## config.mk

```make
export PLATFORM = sky130hd
export DESIGN_NAME = uart_rx_tx_ring_buffers
export DESIGN_NICKNAME = d
export VERILOG_FILES = /design/src/hw/rtl/urtb_pkg.sv /design/src/hw/rtl/urtb_ram.sv /design/src/hw/rtl/urtb_ctrl.sv /design/src/hw/rtl/uart_rx_tx_ring_buffers.sv
export SDC_FILE = /design/constraint.sdc
export NUM_CORES = 1
export LEC_CHECK = 0
export ABC_AREA = 1
export BUFFER_PORTS_ARGS = -buffer_cell sky130_fd_sc_hd__buf_2
export CAP_MARGIN = 15
export CORE_UTILIZATION = 50
export DETAILED_ROUTE_END_ITERATION = 7
export PLACE_DENSITY = 0.65
export SLEW_MARGIN = 15
export SYNTH_ARGS = -nofsm -noshare
export SYNTH_HDL_FRONTEND = slang
export SYNTH_SLANG_ARGS = --single-unit
```

## constraint.sdc

```tcl
create_clock -name clk -period 5.4 [get_ports clk]
set_input_delay 0.27 -clock clk [delete_from_list [all_inputs] [get_ports clk]]
set_output_delay 0.27 -clock clk [all_outputs]
set_load 0.03 [all_outputs]
```

## src/hw/rtl/urtb_pkg.sv

```systemverilog
// Shared types, constants and pointer helpers for the UART receive and transmit ring buffers.
package urtb_pkg;

	localparam int RX_DEPTH = 32;
	localparam int TX_DEPTH = 32;
	localparam int RX_AW = $clog2(RX_DEPTH);
	localparam int TX_AW = $clog2(TX_DEPTH);
	localparam int DATA_W = 8;
	localparam int STATUS_W = 4;
	localparam int COUNT_W = 5;
	localparam int CMD_W = 3;

	typedef enum logic [CMD_W-1:0] {
		CMD_LINE_RX    = 3'd0,
		CMD_TX_READY   = 3'd1,
		CMD_HOST_READ  = 3'd2,
		CMD_HOST_WRITE = 3'd3,
		CMD_FLUSH_RX   = 3'd4
	} cmd_t;

	typedef struct packed {
		logic              we;
		logic [RX_AW-1:0]  waddr;
		logic [DATA_W-1:0] wdata;
		logic              re;
		logic [RX_AW-1:0]  raddr;
	} rx_ram_req_t;

	typedef struct packed {
		logic              we;
		logic [TX_AW-1:0]  waddr;
		logic [DATA_W-1:0] wdata;
		logic              re;
		logic [TX_AW-1:0]  raddr;
	} tx_ram_req_t;

	typedef struct packed {
		logic                done;
		logic                read_valid;
		logic                line_valid;
		logic                write_refused;
		logic [COUNT_W-1:0]  rx_count;
		logic [STATUS_W-1:0] last_error;
		logic                overflow_seen;
	} result_t;

	function automatic logic [RX_AW-1:0] rx_adv(input logic [RX_AW-1:0] p);
		return (p == RX_AW'(RX_DEPTH - 1)) ? '0 : p + 1'b1;
	endfunction

	function automatic logic [TX_AW-1:0] tx_adv(input logic [TX_AW-1:0] p);
		return (p == TX_AW'(TX_DEPTH - 1)) ? '0 : p + 1'b1;
	endfunction

endpackage

```

## src/hw/rtl/urtb_ram.sv

```systemverilog
// Generic single-clock RAM with one write port and one registered read port.
module urtb_ram #(
	parameter int Width = 8,
	parameter int Depth = 32
) (
	input  logic                     clk,
	input  logic                     we,
	input  logic [$clog2(Depth)-1:0] waddr,
	input  logic [Width-1:0]         wdata,
	input  logic                     re,
	input  logic [$clog2(Depth)-1:0] raddr,
	output logic [Width-1:0]         rdata
);

	logic [Width-1:0] mem_q [Depth];

	always_ff @(posedge clk) begin
		if (we) begin
			mem_q[waddr] <= wdata;
		end
		if (re) begin
			rdata <= mem_q[raddr];
		end
	end

endmodule

```

## src/hw/rtl/urtb_ctrl.sv

```systemverilog
// Ring pointer, flag and result control for the receive and transmit rings.
module urtb_ctrl (
	input  logic                           clk,
	input  logic                           arst_n,
	input  logic                           accept,
	input  logic [urtb_pkg::CMD_W-1:0]     cmd,
	input  logic [urtb_pkg::DATA_W-1:0]    byte_in,
	input  logic [urtb_pkg::STATUS_W-1:0]  line_status,
	output urtb_pkg::rx_ram_req_t          rx_req,
	output urtb_pkg::tx_ram_req_t          tx_req,
	output urtb_pkg::result_t              res
);

	localparam int RxCw = urtb_pkg::RX_AW + 1;

	logic [urtb_pkg::RX_AW-1:0]    rx_wp_q, rx_rp_q, rx_wp_d, rx_rp_d, rx_wnext;
	logic [urtb_pkg::TX_AW-1:0]    tx_wp_q, tx_rp_q, tx_wp_d, tx_rp_d, tx_wnext;
	logic [urtb_pkg::STATUS_W-1:0] err_q, err_d;
	logic                          ovf_q, ovf_d;
	logic                          rd_valid_d, ln_valid_d, refused_d;
	logic [RxCw-1:0]               cnt_d;

	logic                          done_s1, rd_valid_s1, ln_valid_s1, refused_s1;
	logic [urtb_pkg::COUNT_W-1:0]  count_s1;

	assign rx_wnext = urtb_pkg::rx_adv(rx_wp_q);
	assign tx_wnext = urtb_pkg::tx_adv(tx_wp_q);

	always_comb begin
		rx_wp_d    = rx_wp_q;
		rx_rp_d    = rx_rp_q;
		tx_wp_d    = tx_wp_q;
		tx_rp_d    = tx_rp_q;
		err_d      = err_q;
		ovf_d      = ovf_q;
		rd_valid_d = 1'b0;
		ln_valid_d = 1'b0;
		refused_d  = 1'b0;
		rx_req     = '0;
		tx_req     = '0;
		rx_req.wdata = byte_in;
		tx_req.wdata = byte_in;
		if (accept) begin
			unique case (cmd)
				urtb_pkg::CMD_LINE_RX: begin
					// A full ring drops the byte but still captures its status.
					if (rx_wnext == rx_rp_q) begin
						ovf_d = 1'b1;
					end else begin
						rx_wp_d      = rx_wnext;
						rx_req.we    = 1'b1;
						rx_req.waddr = rx_wnext;
						ovf_d        = 1'b0;
					end
					err_d = line_status;
				end
				urtb_pkg::CMD_TX_READY: begin
					if (tx_wp_q != tx_rp_q) begin
						tx_rp_d      = urtb_pkg::tx_adv(tx_rp_q);
						tx_req.re    = 1'b1;
						tx_req.raddr = tx_rp_d;
						ln_valid_d   = 1'b1;
					end
				end
				urtb_pkg::CMD_HOST_READ: begin
					if (rx_wp_q != rx_rp_q) begin
						rx_rp_d      = urtb_pkg::rx_adv(rx_rp_q);
						rx_req.re    = 1'b1;
						rx_req.raddr = rx_rp_d;
						rd_valid_d   = 1'b1;
					end
				end
				urtb_pkg::CMD_HOST_WRITE: begin
					if (tx_wnext == tx_rp_q) begin
						refused_d = 1'b1;
					end else begin
						tx_wp_d      = tx_wnext;
						tx_req.we    = 1'b1;
						tx_req.waddr = tx_wnext;
					end
				end
				urtb_pkg::CMD_FLUSH_RX: begin
					rx_wp_d = rx_rp_q;
				end
				default: begin
				end
			endcase
		end
		// Occupancy after the event, modulo the ring depth.
		if (rx_wp_d >= rx_rp_d) begin
			cnt_d = RxCw'(rx_wp_d - rx_rp_d);
		end else begin
			cnt_d = RxCw'(urtb_pkg::RX_DEPTH) - RxCw'(rx_rp_d) + RxCw'(rx_wp_d);
		end
	end

	always_ff @(posedge clk or negedge arst_n) begin
		if (!arst_n) begin
			rx_wp_q     <= '0;
			rx_rp_q     <= '0;
			tx_wp_q     <= '0;
			tx_rp_q     <= '0;
			err_q       <= '0;
			ovf_q       <= 1'b0;
			done_s1     <= 1'b0;
			rd_valid_s1 <= 1'b0;
			ln_valid_s1 <= 1'b0;
			refused_s1  <= 1'b0;
			count_s1    <= '0;
		end else begin
			rx_wp_q     <= rx_wp_d;
			rx_rp_q     <= rx_rp_d;
			tx_wp_q     <= tx_wp_d;
			tx_rp_q     <= tx_rp_d;
			err_q       <= err_d;
			ovf_q       <= ovf_d;
			done_s1     <= accept;
			rd_valid_s1 <= rd_valid_d;
			ln_valid_s1 <= ln_valid_d;
			refused_s1  <= refused_d;
			count_s1    <= urtb_pkg::COUNT_W'(cnt_d);
		end
	end

	assign res.done          = done_s1;
	assign res.read_valid    = rd_valid_s1;
	assign res.line_valid    = ln_valid_s1;
	assign res.write_refused = refused_s1;
	assign res.rx_count      = count_s1;
	assign res.last_error    = err_q;
	assign res.overflow_seen = ovf_q;

	// A single event touches at most one of the result flags.
	a_one_flag: assert property (@(posedge clk) disable iff (!arst_n)
		$onehot0({rd_valid_s1, ln_valid_s1, refused_s1}))
		else $error("more than one result flag set");

	// Every accepted event yields exactly one result in the next cycle.
	a_done_follows: assert property (@(posedge clk) disable iff (!arst_n)
		accept |=> done_s1)
		else $error("accepted event produced no result");

	a_no_spurious: assert property (@(posedge clk) disable iff (!arst_n)
		!accept |=> !done_s1)
		else $error("result without an accepted event");

	// A flush leaves the receive ring empty.
	a_flush_empty: assert property (@(posedge clk) disable iff (!arst_n)
		accept && cmd == urtb_pkg::CMD_FLUSH_RX |=> rx_wp_q == rx_rp_q && count_s1 == '0)
		else $error("receive ring not empty after flush");

	// The receive memory is never written and read in the same cycle.
	a_rx_port: assert property (@(posedge clk) disable iff (!arst_n)
		!(rx_req.we && rx_req.re))
		else $error("receive ring read and written together");

endmodule

```

## src/hw/rtl/uart_rx_tx_ring_buffers.sv

```systemverilog
// Top level of the UART receive and transmit ring buffers with event command port.
// Latency: a word accepted at a clock edge yields its result, marked by done, in the next
// cycle; the popped byte comes straight from the registered read port of its ring memory.
// Throughput: one word per cycle; pointers update at the accepting edge, so a following
// event already sees them. busy is high only in the first cycle after reset.
// Reset clears both ring pointers, the error capture and the overflow flag; the ring memories
// are not cleared and their contents are only read after being written.
module uart_rx_tx_ring_buffers (
	input  logic                          clk,
	input  logic                          arst_n,
	input  logic                          start,
	output logic                          busy,
	input  logic [urtb_pkg::CMD_W-1:0]    cmd,
	input  logic [urtb_pkg::DATA_W-1:0]   byte_in,
	input  logic [urtb_pkg::STATUS_W-1:0] line_status,
	output logic                          done,
	output logic [urtb_pkg::DATA_W-1:0]   read_data,
	output logic                          read_valid,
	output logic [urtb_pkg::DATA_W-1:0]   line_data,
	output logic                          line_valid,
	output logic                          write_refused,
	output logic [urtb_pkg::COUNT_W-1:0]  rx_count,
	output logic [urtb_pkg::STATUS_W-1:0] last_error,
	output logic                          overflow_seen
);

	urtb_pkg::rx_ram_req_t        rx_req;
	urtb_pkg::tx_ram_req_t        tx_req;
	urtb_pkg::result_t            res;
	logic [urtb_pkg::DATA_W-1:0]  rx_rdata, tx_rdata;
	logic                         busy_q;
	logic                         accept;

	// The block holds off the first cycle out of reset, then takes a word every cycle.
	always_ff @(posedge clk or negedge arst_n) begin
		if (!arst_n) begin
			busy_q <= 1'b1;
		end else begin
			busy_q <= 1'b0;
		end
	end

	assign busy   = busy_q;
	assign accept = start && !busy_q;

	// Pointer and flag control: decides each event and drives both ring memories.
	urtb_ctrl u_ctrl (
		.clk         (clk),
		.arst_n      (arst_n),
		.accept      (accept),
		.cmd         (cmd),
		.byte_in     (byte_in),
		.line_status (line_status),
		.rx_req      (rx_req),
		.tx_req      (tx_req),
		.res         (res)
	);

	// Receive ring storage: written by line receives, read by host reads.
	urtb_ram #(
		.Width (urtb_pkg::DATA_W),
		.Depth (urtb_pkg::RX_DEPTH)
	) u_rx_ram (
		.clk   (clk),
		.we    (rx_req.we),
		.waddr (rx_req.waddr),
		.wdata (rx_req.wdata),
		.re    (rx_req.re),
		.raddr (rx_req.raddr),
		.rdata (rx_rdata)
	);

	// Transmit ring storage: written by host writes, read when the transmitter is ready.
	urtb_ram #(
		.Width (urtb_pkg::DATA_W),
		.Depth (urtb_pkg::TX_DEPTH)
	) u_tx_ram (
		.clk   (clk),
		.we    (tx_req.we),
		.waddr (tx_req.waddr),
		.wdata (tx_req.wdata),
		.re    (tx_req.re),
		.raddr (tx_req.raddr),
		.rdata (tx_rdata)
	);

	// Data fields read as zero unless the event actually popped a byte.
	assign done          = res.done;
	assign read_valid    = res.read_valid;
	assign read_data     = res.read_valid ? rx_rdata : '0;
	assign line_valid    = res.line_valid;
	assign line_data     = res.line_valid ? tx_rdata : '0;
	assign write_refused = res.write_refused;
	assign rx_count      = res.rx_count;
	assign last_error    = res.last_error;
	assign overflow_seen = res.overflow_seen;

endmodule
```

==> flow_summary.json, run 1 <==
{
  "tightest_slew_ns": 1.21,
  "fillers": 4265,
  "r2r_slack_ns": 1.47,
  "swShare_pct": 25.7,
  "critPathCaptureType": "flop",
  "timing.hold.worst.start": "cmd[2]",
  "reg2reg_from": "u_ctrl.rx_rp_q[0]$_DFF_PN0_",
  "vias": 16818,
  "p_int_mw": 7.43,
  "grt_pass1_vias": 16569,
  "seq_power_share_pct": 50.1,
  "drcViolationCount": 0,
  "die_h_um": 226,
  "syn_area_per_cell_um2": 10.6,
  "leakagePower_nw": 11.6,
  "final_nets": 2429,
  "cp-endpoint": "u_rx_ram.rdata[3]$_DFFE_PP_",
  "cp_slowest_cell": "nor2_4",
  "wl_um": 59700,
  "path_cells": "ha_1, nand2_1, nor2_1, ha_1, nor2_4, nand3_4, buf_4, inv_2, nand3_1, nand3_1, nand3_1, nand2_1, nand2_1, nand2_1",
  "antenna_found_initial": 0,
  "clkPwrFrac_pct": 38.2,
  "grt_max_degree": 164,
  "synthToLayoutAreaGrowth_pct": 9.97,
  "cts.clk_slew.worst_paths_ns": 0.06,
  "maxCapViolCount": 0,
  "critPathRequiredTime_ns": 5.88,
  "die_x_um": 226,
  "finalClockSkew_ns": 0.0156,
  "avgRoutedWirePerCell_um": 19.2,
  "synth.yosys.seq_area_share_pct": 66.5,
  "cellPowerDensity_nw_per_um2": 361,
  "dr.pass1.iters": 7,
  "max_freq_ghz": 0.255,
  "num_rows": 81,
  "combPwrFrac_pct": 11.7,
  "r2r.worst_path.cells": 14,
  "crit_path_start_kind": "flop",
  "synthCells": 2382,
  "synth.area.top_cells": "edfxtp_1, nand2_1, nand3_1",
  "crit_start": "u_ctrl.rx_rp_q[0]$_DFF_PN0_",
  "slew_headroom_pct": 19.5,
  "crit_cells": 14,
  "rsz0062_at_grt": "false",
  "clock_path_buffers": 3,
  "hold_viol_final": 0,
  "ant_nets": 0,
  "cts_root_buffer": "clkbuf_16",
  "cp_num_buf_inv": 2,
  "yosysTopAreaCell": "edfxtp_1",
  "worstPathArrival_ns": 4.41,
  "htreeDepth": 2,
  "final.setup.tns_ns": 0,
  "diodes": 0,
  "ys_ff_latch": 563,
  "die_area_um2": 51300,
  "final_area_um2": 27700,
  "cts_tree": "built",
  "track_usage_pct": 24.0,
  "core_um2": 49400,
  "gp_congestion": 0.900,
  "hpwl_um": 35200,
  "clock_latency_ns": 0.61,
  "multiInputGateArea_um2": 6410,
  "start_util_pct": 51.0,
  "status": "completed",
  "cp_top_family": "simple AND/OR/NAND/NOR gates",
  "io_buffers": 48,
  "synth.top_cell.area_share_pct": 63.0,
  "slew_violations": 0,
  "place_area_um2": 25800,
  "final_cell_mix": "edfxtp_1, nand2_1, inv_1, nand3_1, nor2_1",
  "p_switching_mw": 2.57,
  "cts.sinks": 563,
  "via_per_inst": 5.41,
  "hp-class": "input pin to flop",
  "yosysUniqueCellTypes": 45,
  "synth_warnings": 0,
  "timing.rr.end": "u_rx_ram.rdata[3]$_DFFE_PP_",
  "syn-num-nets": 2413,
  "cts_made_buffers": 57,
  "cpPeakStageDelay_ns": 0.72,
  "drtIter0Drc": 1594,
  "grt_pass1_wl_um": 93200,
  "setup_viol": 0,
  "cp_common_cell": "nand2_1",
  "ios": 49,
  "syn-cell-area_um2": 25200,
  "hold_ws_ns": 0.0587,
  "final_common_cell": "edfxtp_1",
  "post-route-min-period_ns": 3.93,
  "worstSetupPathType": "flop to flop",
  "drive_above_1_share_pct": 7.77,
  "ir_drop_v": 0.000278,
  "post-route-period-util_pct": 72.8,
  "cts_resized": 0,
  "crit_fanout": 35,
  "grt_overflow": 0,
  "seq_area_um2": 16700
}
metrics by stage:
stage | total power [mW] | utilization (%) | cells | worst slack [ns]
after global routing | 10.4 | 56.1 | 3108 | 1.04
after floorplan | 5.88 | - | 2382 | 2.07
after CTS | 10.1 | 56.1 | 3108 | 1.48
after global placement | 6.24 | 52.3 | 2998 | 1.62
final | 9.99 | 56.1 | 3108 | 1.47
after detailed placement | 6.25 | 52.3 | 2998 | 1.51
how the worst min path moves through the flow:
stage / end / cells past startpoint
6_report: u_ctrl.err_q[1]$_DFFE_PN0P_ / 4
5_1_grt: u_ctrl.err_q[2]$_DFFE_PN0P_ / 4
4_1_cts: u_ctrl.err_q[3]$_DFFE_PN0P_ / 4
3_5_place_dp: u_ctrl.err_q[3]$_DFFE_PN0P_ / 2
3_3_place_gp: u_ctrl.err_q[2]$_DFFE_PN0P_ / 2
2_1_floorplan: u_ctrl.count_s1[0]$_DFF_PN0_ / 0
state kept, by name (all words and copies together), names as in the netlist:
register	cells
u_rx_ram.mem_q	256
u_tx_ram.mem_q	256
u_rx_ram.rdata	8
u_tx_ram.rdata	8
u_ctrl.count_s1	5
u_ctrl.rx_rp_q	5
u_ctrl.rx_wp_q	5
u_ctrl.tx_rp_q	5
u_ctrl.tx_wp_q	5
u_ctrl.err_q	4
busy	1
u_ctrl.done_s1	1
u_ctrl.ln_valid_s1	1
u_ctrl.ovf_q	1
u_ctrl.rd_valid_s1	1
u_ctrl.refused_s1	1
metal layers:
layer	up-vias	wire [um]	part of all wire (%)	global-route usage (%)
li1	8019	-	-	-
met1	8088	25300	42	32.2
met2	579	29000	49	39.8
met3	132	3490	5.8	3.27
met4	0	1860	3.1	9.18
met5	-	0	0	0
repair_timing:
item / 4_1_cts / 5_1_grt
hold buffers: 5 / 0
buffers inserted: 0 / 0
hold endpoints to repair: 38 / 0
layout make-up:
cell class	count	share of cell area, %
clock inverter	28	0.854
clock buffer	77	5.64
timing repair buffer	73	1.65
inverter	389	5.28
sequential	563	60.4
multi-input combinational	1314	23.1
tap	664	3.00
worst register-to-register path, stage by stage (launching register included):
cell and delay (ns):
dfrtp_1 0.48, ha_1 0.27, nand2_1 0.07, nor2_1 0.04, ha_1 0.20, nor2_4 0.72
nand3_4 0.42, buf_4 0.38, inv_2 0.49, nand3_1 0.19, nand3_1 0.16, nand3_1 0.12
nand2_1 0.13, nand2_1 0.06, nand2_1 0.06
power by group through the flow:
stage                     Clock, mW  Sequential (mW)  Combinational [mW]
final                          3.82             5.01                1.17
after global routing           4.04             5.02                1.29
after CTS                      3.88             5.00                1.17
after detailed placement          0             5.09                1.16
after global placement            0             5.09                1.14
after floorplan                   0             5.10               0.774
cell usage after synthesis (all sizes together):
master,count
conb,1
nand3,362
ha,12
o211ai,81
a2bb2oi,2
nor3,4
xor2,9
buf,101
dfstp,1
nor4,1
a21o,1
clkbuf,15
xnor2,6
nand4,20
a22oi,1
a21oi,7
inv,388
nand3b,45
nor3b,1
nand2,520
o21ai,63
dfrtp,34
or2,2
fa,1
o221ai,1
edfxtp,528
nor2,173
clkinv,1
o2111ai,1
logic make-up after synthesis:
group | after synthesis | share of synthesized area, %
adder cells (fa/ha/maj) | 13 | 0.676
AND/OR/NAND/NOR | 1128 | 20.1
AO/OA/AOI/OAI | 157 | 4.04
flip-flops | 563 | 66.5
XOR/XNOR | 15 | 0.522
buffers and inverters | 505 | 8.20
other | 1 | 0.0149
(Power assumes the default switching activity.)
==> run 2: changes to the inputs <==
--- a/config.mk
+++ b/config.mk
@@ -5,12 +5,12 @@
 export SDC_FILE = /design/constraint.sdc
 export NUM_CORES = 1
 export LEC_CHECK = 0
-export ABC_AREA = 1
+export ABC_AREA = 0
 export BUFFER_PORTS_ARGS = -buffer_cell sky130_fd_sc_hd__buf_2
 export CAP_MARGIN = 15
 export CORE_UTILIZATION = 50
 export DETAILED_ROUTE_END_ITERATION = 7
-export PLACE_DENSITY = 0.65
+export PLACE_DENSITY = 0.67
 export SLEW_MARGIN = 15
 export SYNTH_ARGS = -nofsm -noshare
 export SYNTH_HDL_FRONTEND = slang
==> constraint.sdc (replaced) <==
create_clock -name clk -period 3.5 [get_ports clk]
set_input_delay 0.175 -clock clk [delete_from_list [all_inputs] [get_ports clk]]
set_output_delay 0.175 -clock clk [all_outputs]
set_load 0.03 [all_outputs]
==> run 2 against run 1 <==
Routed wire length decreased by 1.1%. Fmax increased by 15%. Non-clock buffer count is 155 higher. Flip-flop and latch count is the same. Global-route usage increased by 1.4 points. Critical path depth down 2. Synthesized cell count fell by 32%. Total power rose by 58%. Sequential share of layout area grew 1.4 points. Highest routed layer is now met5.
==> flow_summary.json, run 2 <==
{
  "timing.rr.end": "u_rx_ram.rdata[4]$_DFFE_PP_",
  "syn-cell-area_um2": 23100,
  "combPwrFrac_pct": 15.4,
  "die_area_um2": 47000,
  "io_buffers": 48,
  "die_x_um": 217,
  "yosysTopAreaCell": "edfxtp_1",
  "antenna_found_initial": 1,
  "grt_pass1_vias": 14652,
  "grt_max_degree": 65,
  "synth.top_cell.area_share_pct": 68.7,
  "drtIter0Drc": 1434,
  "die_h_um": 217,
  "synth-edff-count": 528,
  "total_power_mw": 15.8,
  "synthToLayoutAreaGrowth_pct": 17.3,
  "max_freq_ghz": 0.293,
  "synth_most_common_cell": "edfxtp_1",
  "seq_power_share_pct": 48.0,
  "r2r_slack_ns": 0.08,
  "grt_overflow": 0,
  "syn_area_per_cell_um2": 14.3,
  "drive_above_1_share_pct": 19.4,
  "status": "completed",
  "syn-num-nets": 1644,
  "crit_fanout": 11,
  "cts_tree": "built",
  "p_switching_mw": 4.12,
  "synthCells": 1613,
  "post-route-min-period_ns": 3.42,
  "synth.area.top_cells": "edfxtp_1, nand2_1, dfrtp_1",
  "cts_made_buffers": 55,
  "critPathCaptureType": "flop",
  "hold_viol_final": 0,
  "setup_viol": 0,
  "cts.sinks": 563,
  "rsz0062_at_grt": "true",
  "ant_nets": 0,
  "yosysUniqueCellTypes": 73,
  "cts.clk_slew.worst_paths_ns": 0.06,
  "ys.flop_type": "edfxtp_1",
  "num_rows": 78,
  "r2r.worst_path.cells": 12,
  "ir_drop_v": 0.000509,
  "async_reset_ff_share_pct": 6.22,
  "hpwl_um": 38000,
  "reg2reg_from": "u_ctrl.rx_rp_q[0]$_DFF_PN0_",
  "dr.pass1.iters": 5,
  "slew_headroom_pct": 29.9,
  "ys_ff_latch": 563,
  "worstPathArrival_ns": 3.74,
  "clkPwrFrac_pct": 36.6,
  "gp_congestion": 0.876,
  "maxCapViolCount": 0,
  "htreeDepth": 2,
  "cp_slowest_cell": "a2111oi_0",
  "cts_root_buffer": "clkbuf_16",
  "worstSetupPathType": "flop to flop",
  "via_per_inst": 6.04,
  "cellPowerDensity_nw_per_um2": 583,
  "core_um2": 45500,
  "place_inst": 2336,
  "final_common_cell": "edfxtp_1",
  "p_int_mw": 11.6,
  "swShare_pct": 26.2,
  "ios": 49,
  "largestRegisters": "u_rx_ram.mem_q (256), u_tx_ram.mem_q (256)",
  "final_nets": 1834,
  "synth_warnings": 0,
  "hold_path_depth": 4,
  "cp_top_family": "compound AO/OA/AOI/OAI gates",
  "hold_ws_ns": 0.234,
  "diodes": 0,
  "clock_latency_ns": 0.60,
  "clock_path_buffers": 3,
  "tightest_slew_ns": 1.05,
  "drcViolationCount": 0,
  "timing.hold.worst.start": "cmd[2]",
  "grt_pass1_wl_um": 88900,
  "fin_cells": 2446,
  "finalClockSkew_ns": 0.0170,
  "crit_cells": 12,
  "start_util_pct": 50.7,
  "synth.yosys.seq_area_share_pct": 72.5,
  "hp-class": "input pin to flop",
  "avgRoutedWirePerCell_um": 24.1,
  "track_usage_pct": 25.4,
  "cp_num_buf_inv": 3,
  "wl_um": 59100,
  "vias": 14768,
  "post-route-period-util_pct": 97.6,
  "critPathRequiredTime_ns": 3.82,
  "crit_path_start_kind": "flop",
  "path_cells": "ha_1, and3_1, ha_1, nor3b_1, buf_4, nand2_1, buf_4, a211oi_4, buf_12, nand2_1, a2111oi_0, a211oi_1",
  "slew_violations": 0,
  "final_cell_mix": "edfxtp_1, nand2_1, buf_4, nor2_1, o22ai_1",
  "synth_common_cells": "edfxtp_1, nand2_1, nor2_1",
  "holdPathEnd": "u_ctrl.rx_wp_q[0]$_DFF_PN0_",
  "leakagePower_nw": 9.30,
  "cpPeakStageDelay_ns": 0.57
}
-- run 2: logic make-up after synthesis --
kind of cell    share of synthesized area [%]
fa+ha+maj                               0.738
compound gates                           9.63
mux                                      3.19
other cells                            0.0163
simple gates                             10.3
buf+inv                                  2.40
xor+xnor                                 1.18
flops                                    72.5
-- run 2: how the worst max path moves through the flow --
| stage | startpoint | to | slack, ns |
|---|---|---|---|
| after CTS | u_ctrl.rx_rp_q[0]$_DFF_PN0_ | u_rx_ram.rdata[0]$_DFFE_PP_ | 0.007 |
| after detailed placement | u_ctrl.rx_rp_q[0]$_DFF_PN0_ | u_rx_ram.rdata[0]$_DFFE_PP_ | -0.12 |
| after global routing | u_ctrl.rx_wp_q[1]$_DFF_PN0_ | u_ctrl.count_s1[4]$_DFF_PN0_ | -0.05 |
| after floorplan | u_ctrl.rx_wp_q[1]$_DFF_PN0_ | u_ctrl.count_s1[4]$_DFF_PN0_ | 0.01 |
| final | u_ctrl.rx_rp_q[0]$_DFF_PN0_ | u_rx_ram.rdata[4]$_DFFE_PP_ | 0.08 |
| after global placement | u_ctrl.rx_rp_q[0]$_DFF_PN0_ | u_rx_ram.rdata[0]$_DFFE_PP_ | -0.006 |
-- run 2: stage by stage --
step	instance area [um2]	TNS [ns]	utilization (%)	setup WS (ns)
floorplan	23100	0	-	0.00982
global placement	25100	-0.00569	55.2	-0.00569
detailed placement	25100	-0.286	55.2	-0.123
CTS	27000	0	59.3	0.00692
global route	27100	-0.0541	59.5	-0.0536
finish	27100	0	59.5	0.0847
-- run 2: cell type report --
cell class | count | area (um2)
fillers | 3554 | 18400
flip-flops and latches | 563 | 16700
multi-input cells | 930 | 5950
repair buffers | 228 | 1760
clock buffers | 72 | 1550
well taps | 600 | 751
clock inverters | 28 | 216
inverters | 25 | 93.8
-- run 2: power by group through the flow --
stage          Sequential [mW]  Combinational (mW)  Clock (mW)
2_1_floorplan             7.79                1.39           0
3_3_place_gp              7.70                2.32           0
4_1_cts                   7.57                2.37        5.86
5_1_grt                   7.58                2.60        6.10
6_report                  7.57                2.42        5.78
3_5_place_dp              7.71                2.34           0
-- run 2: repair_timing --
action,CTS,global route
pin swaps,0,8
gates resized for setup,5,17
hold endpoints to repair,40,0
hold buffers,8,0
setup buffers,0,2
setup endpoints to repair,3,142
-- run 2: layer usage --
layer  wire length (um)  global-route usage, %  up-vias
met5                 13                      0        -
met4               2350                   10.5        2
met3               4240                   4.50      137
met2              29700                   43.5      647
met1              22800                   31.9     7372
li1                   -                      -     6610
-- run 2: worst register-to-register path: cells and delay by family, from the launching register on --
family,cells,cell delay (ns)
simple gates,4,0.68
compound gates,3,1.00
fa+ha+maj,2,0.47
flops,1,0.42
buf+inv,3,0.55
==> run 3: changes to the inputs <==
--- a/config.mk
+++ b/config.mk
@@ -10,7 +10,7 @@
 export CAP_MARGIN = 15
 export CORE_UTILIZATION = 50
 export DETAILED_ROUTE_END_ITERATION = 7
-export PLACE_DENSITY = 0.67
+export PLACE_DENSITY = 0.65
 export SLEW_MARGIN = 15
 export SYNTH_ARGS = -nofsm -noshare
 export SYNTH_HDL_FRONTEND = slang
==> constraint.sdc (replaced) <==
create_clock -name clk -period 4.05 [get_ports clk]
set_input_delay 0.2025 -clock clk [delete_from_list [all_inputs] [get_ports clk]]
set_output_delay 0.2025 -clock clk [all_outputs]
set_load 0.03 [all_outputs]
==> run 3 against run 2 <==
Sequential share of layout area increased by 1.7 points. Cell area is 2.6% lower. Critical endpoint is now u_rx_ram.mem_q[20][2]$_DFFE_PP_. Largest cell class unchanged. Die area unchanged. Final cell count fell by 2.4%. First-iteration DRC count grew 0.35%. Via count decreased by 1.3%. Fmax decreased by 8.9%. Global-route usage is 0.27 points lower. Hold slack worse by 0.18 ns. Routed wire length fell by 1.3%. Clock power is 16% lower.
==> flow_summary.json, run 3 (same netlist as run 2, synthesis figures left out) <==
{
  "status": "completed",
  "drive_above_1_share_pct": 15.5,
  "die_x_um": 217,
  "final_cell_mix": "edfxtp_1, nand2_1, buf_4, nor2_1, o22ai_1",
  "grt_pass1_wl_um": 88500,
  "clock_path_buffers": 3,
  "setup_slack_ns": 0.301,
  "slew_violations": 0,
  "hpwl_um": 37200,
  "cellPowerDensity_nw_per_um2": 507,
  "cts_tree": "built",
  "via_per_inst": 6.10,
  "maxCapViolCount": 0,
  "largestRegisters": "u_rx_ram.mem_q (256), u_tx_ram.mem_q (256)",
  "hp-class": "input pin to flop",
  "ios": 49,
  "grt_overflow": 0,
  "critPathRequiredTime_ns": 4.27,
  "final_common_cell": "edfxtp_1",
  "synthToLayoutAreaGrowth_pct": 14.2,
  "core_um2": 45500,
  "max_freq_ghz": 0.267,
  "htreeDepth": 2,
  "dr.pass1.iters": 5,
  "grt_pass1_vias": 14407,
  "diodes": 0,
  "drcViolationCount": 0,
  "cts_made_buffers": 55,
  "vias": 14570,
  "place_inst": 2279,
  "clock_latency_ns": 0.62,
  "antenna_found_initial": 0,
  "cts.clk_slew.worst_paths_ns": 0.07,
  "crit_fanout": 12,
  "seq_area_um2": 16700,
  "start_util_pct": 50.7,
  "setup_viol": 0,
  "leakagePower_nw": 8.92,
  "ir_drop_v": 0.000352,
  "fillers": 3574,
  "track_usage_pct": 25.1,
  "finalClockSkew_ns": 0.0273,
  "drtIter0Drc": 1439,
  "critPathCaptureType": "flop",
  "slew_headroom_pct": 26.7,
  "cts_root_buffer": "clkbuf_16",
  "die_area_um2": 47000,
  "grt_max_degree": 69,
  "tightest_slew_ns": 1.07,
  "io_buffers": 48,
  "hold_viol_final": 0,
  "crit_path_start_kind": "flop",
  "post-route-period-util_pct": 92.6,
  "ant_nets": 0,
  "worstPathArrival_ns": 3.97,
  "final.setup.tns_ns": 0,
  "place_ws_ns": 0.278,
  "fin_cells": 2388,
  "final_nets": 1774,
  "multiInputGateArea_um2": 5830,
  "num_rows": 78,
  "worstSetupPathType": "flop to flop",
  "utilization_pct": 57.9,
  "rsz0062_at_grt": "false",
  "hold_ws_ns": 0.0555,
  "cts.sinks": 563,
  "wl_um": 58300,
  "avgRoutedWirePerCell_um": 24.4,
  "gp_congestion": 0.889,
  "post-route-min-period_ns": 3.75,
  "die_h_um": 217
}
-- run 3: power by group --
group          internal (mW)  leakage, nW  switching, mW
clock network           2.73        0.837           2.16
logic                  0.602         2.88           1.27
registers               6.47         5.20          0.116
-- run 3: timing repair --
| item | 4_1_cts | 5_1_grt |
|---|---|---|
| setup buffers | 0 | 0 |
| resized for setup | 0 | 1 |
| setup endpoints to repair | 0 | 1 |
| hold buffers | 7 | 0 |
| hold endpoints to repair | 40 | 0 |
-- run 3: final cells by class --
type / instances / area share, %
sequential: 563 / 63.5
multi-input combinational: 930 / 22.1
clock buffer: 65 / 5.45
timing repair buffer: 168 / 4.64
tap: 600 / 2.85
clock inverter: 37 / 1.06
inverter: 25 / 0.356
-- run 3: path summary, 6_finish.rpt --
check,startpoint,endpoint,slack [ns],depth (start not counted)
max in group asynchronous,arst_n,u_ctrl.tx_rp_q[3]$_DFFE_PN0P_,3.16,2
setup / recovery,u_ctrl.rx_wp_q[1]$_DFF_PN0_,u_rx_ram.mem_q[20][2]$_DFFE_PP_,0.30,11
setup reg to reg,u_ctrl.rx_wp_q[1]$_DFF_PN0_,u_rx_ram.mem_q[20][2]$_DFFE_PP_,0.30,11
hold / removal,cmd[0],u_ctrl.refused_s1$_DFF_PN0_,0.06,3
hold reg to reg,u_ctrl.err_q[0]$_DFFE_PN0P_,u_ctrl.err_q[0]$_DFFE_PN0P_,0.51,1
min in group asynchronous,arst_n,u_ctrl.count_s1[0]$_DFF_PN0_,0.30,2
-- run 3: metal layers --
metal | up-vias | global-route usage, % | part of all wire (%)
met3 | 111 | 3.12 | 6.2
met1 | 7327 | 32.8 | 40
met2 | 633 | 42.9 | 50
met4 | 0 | 9.91 | 3.4
met5 | - | 0 | 0
li1 | 6499 | - | -
-- run 3: worst max-delay path, stage by stage, from the launching register on --
cell and delay, ns:
dfrtp_1 0.43, ha_1 0.24, and3_1 0.19, ha_2 0.22, a21oi_1 0.25, o32a_1 0.24
a2111oi_2 0.06, buf_4 0.16, nor3_1 0.14, buf_4 0.21, nand4_1 0.33, nor2_1 0.88
-- run 3: stage by stage --
step | cell area, um2 | power [mW]
5_1_grt | 26300 | 13.8
6_report | 26300 | 13.3
4_1_cts | 26300 | 13.4
3_3_place_gp | 24600 | 8.53
3_5_place_dp | 24600 | 8.56
2_1_floorplan | 23100 | 7.92
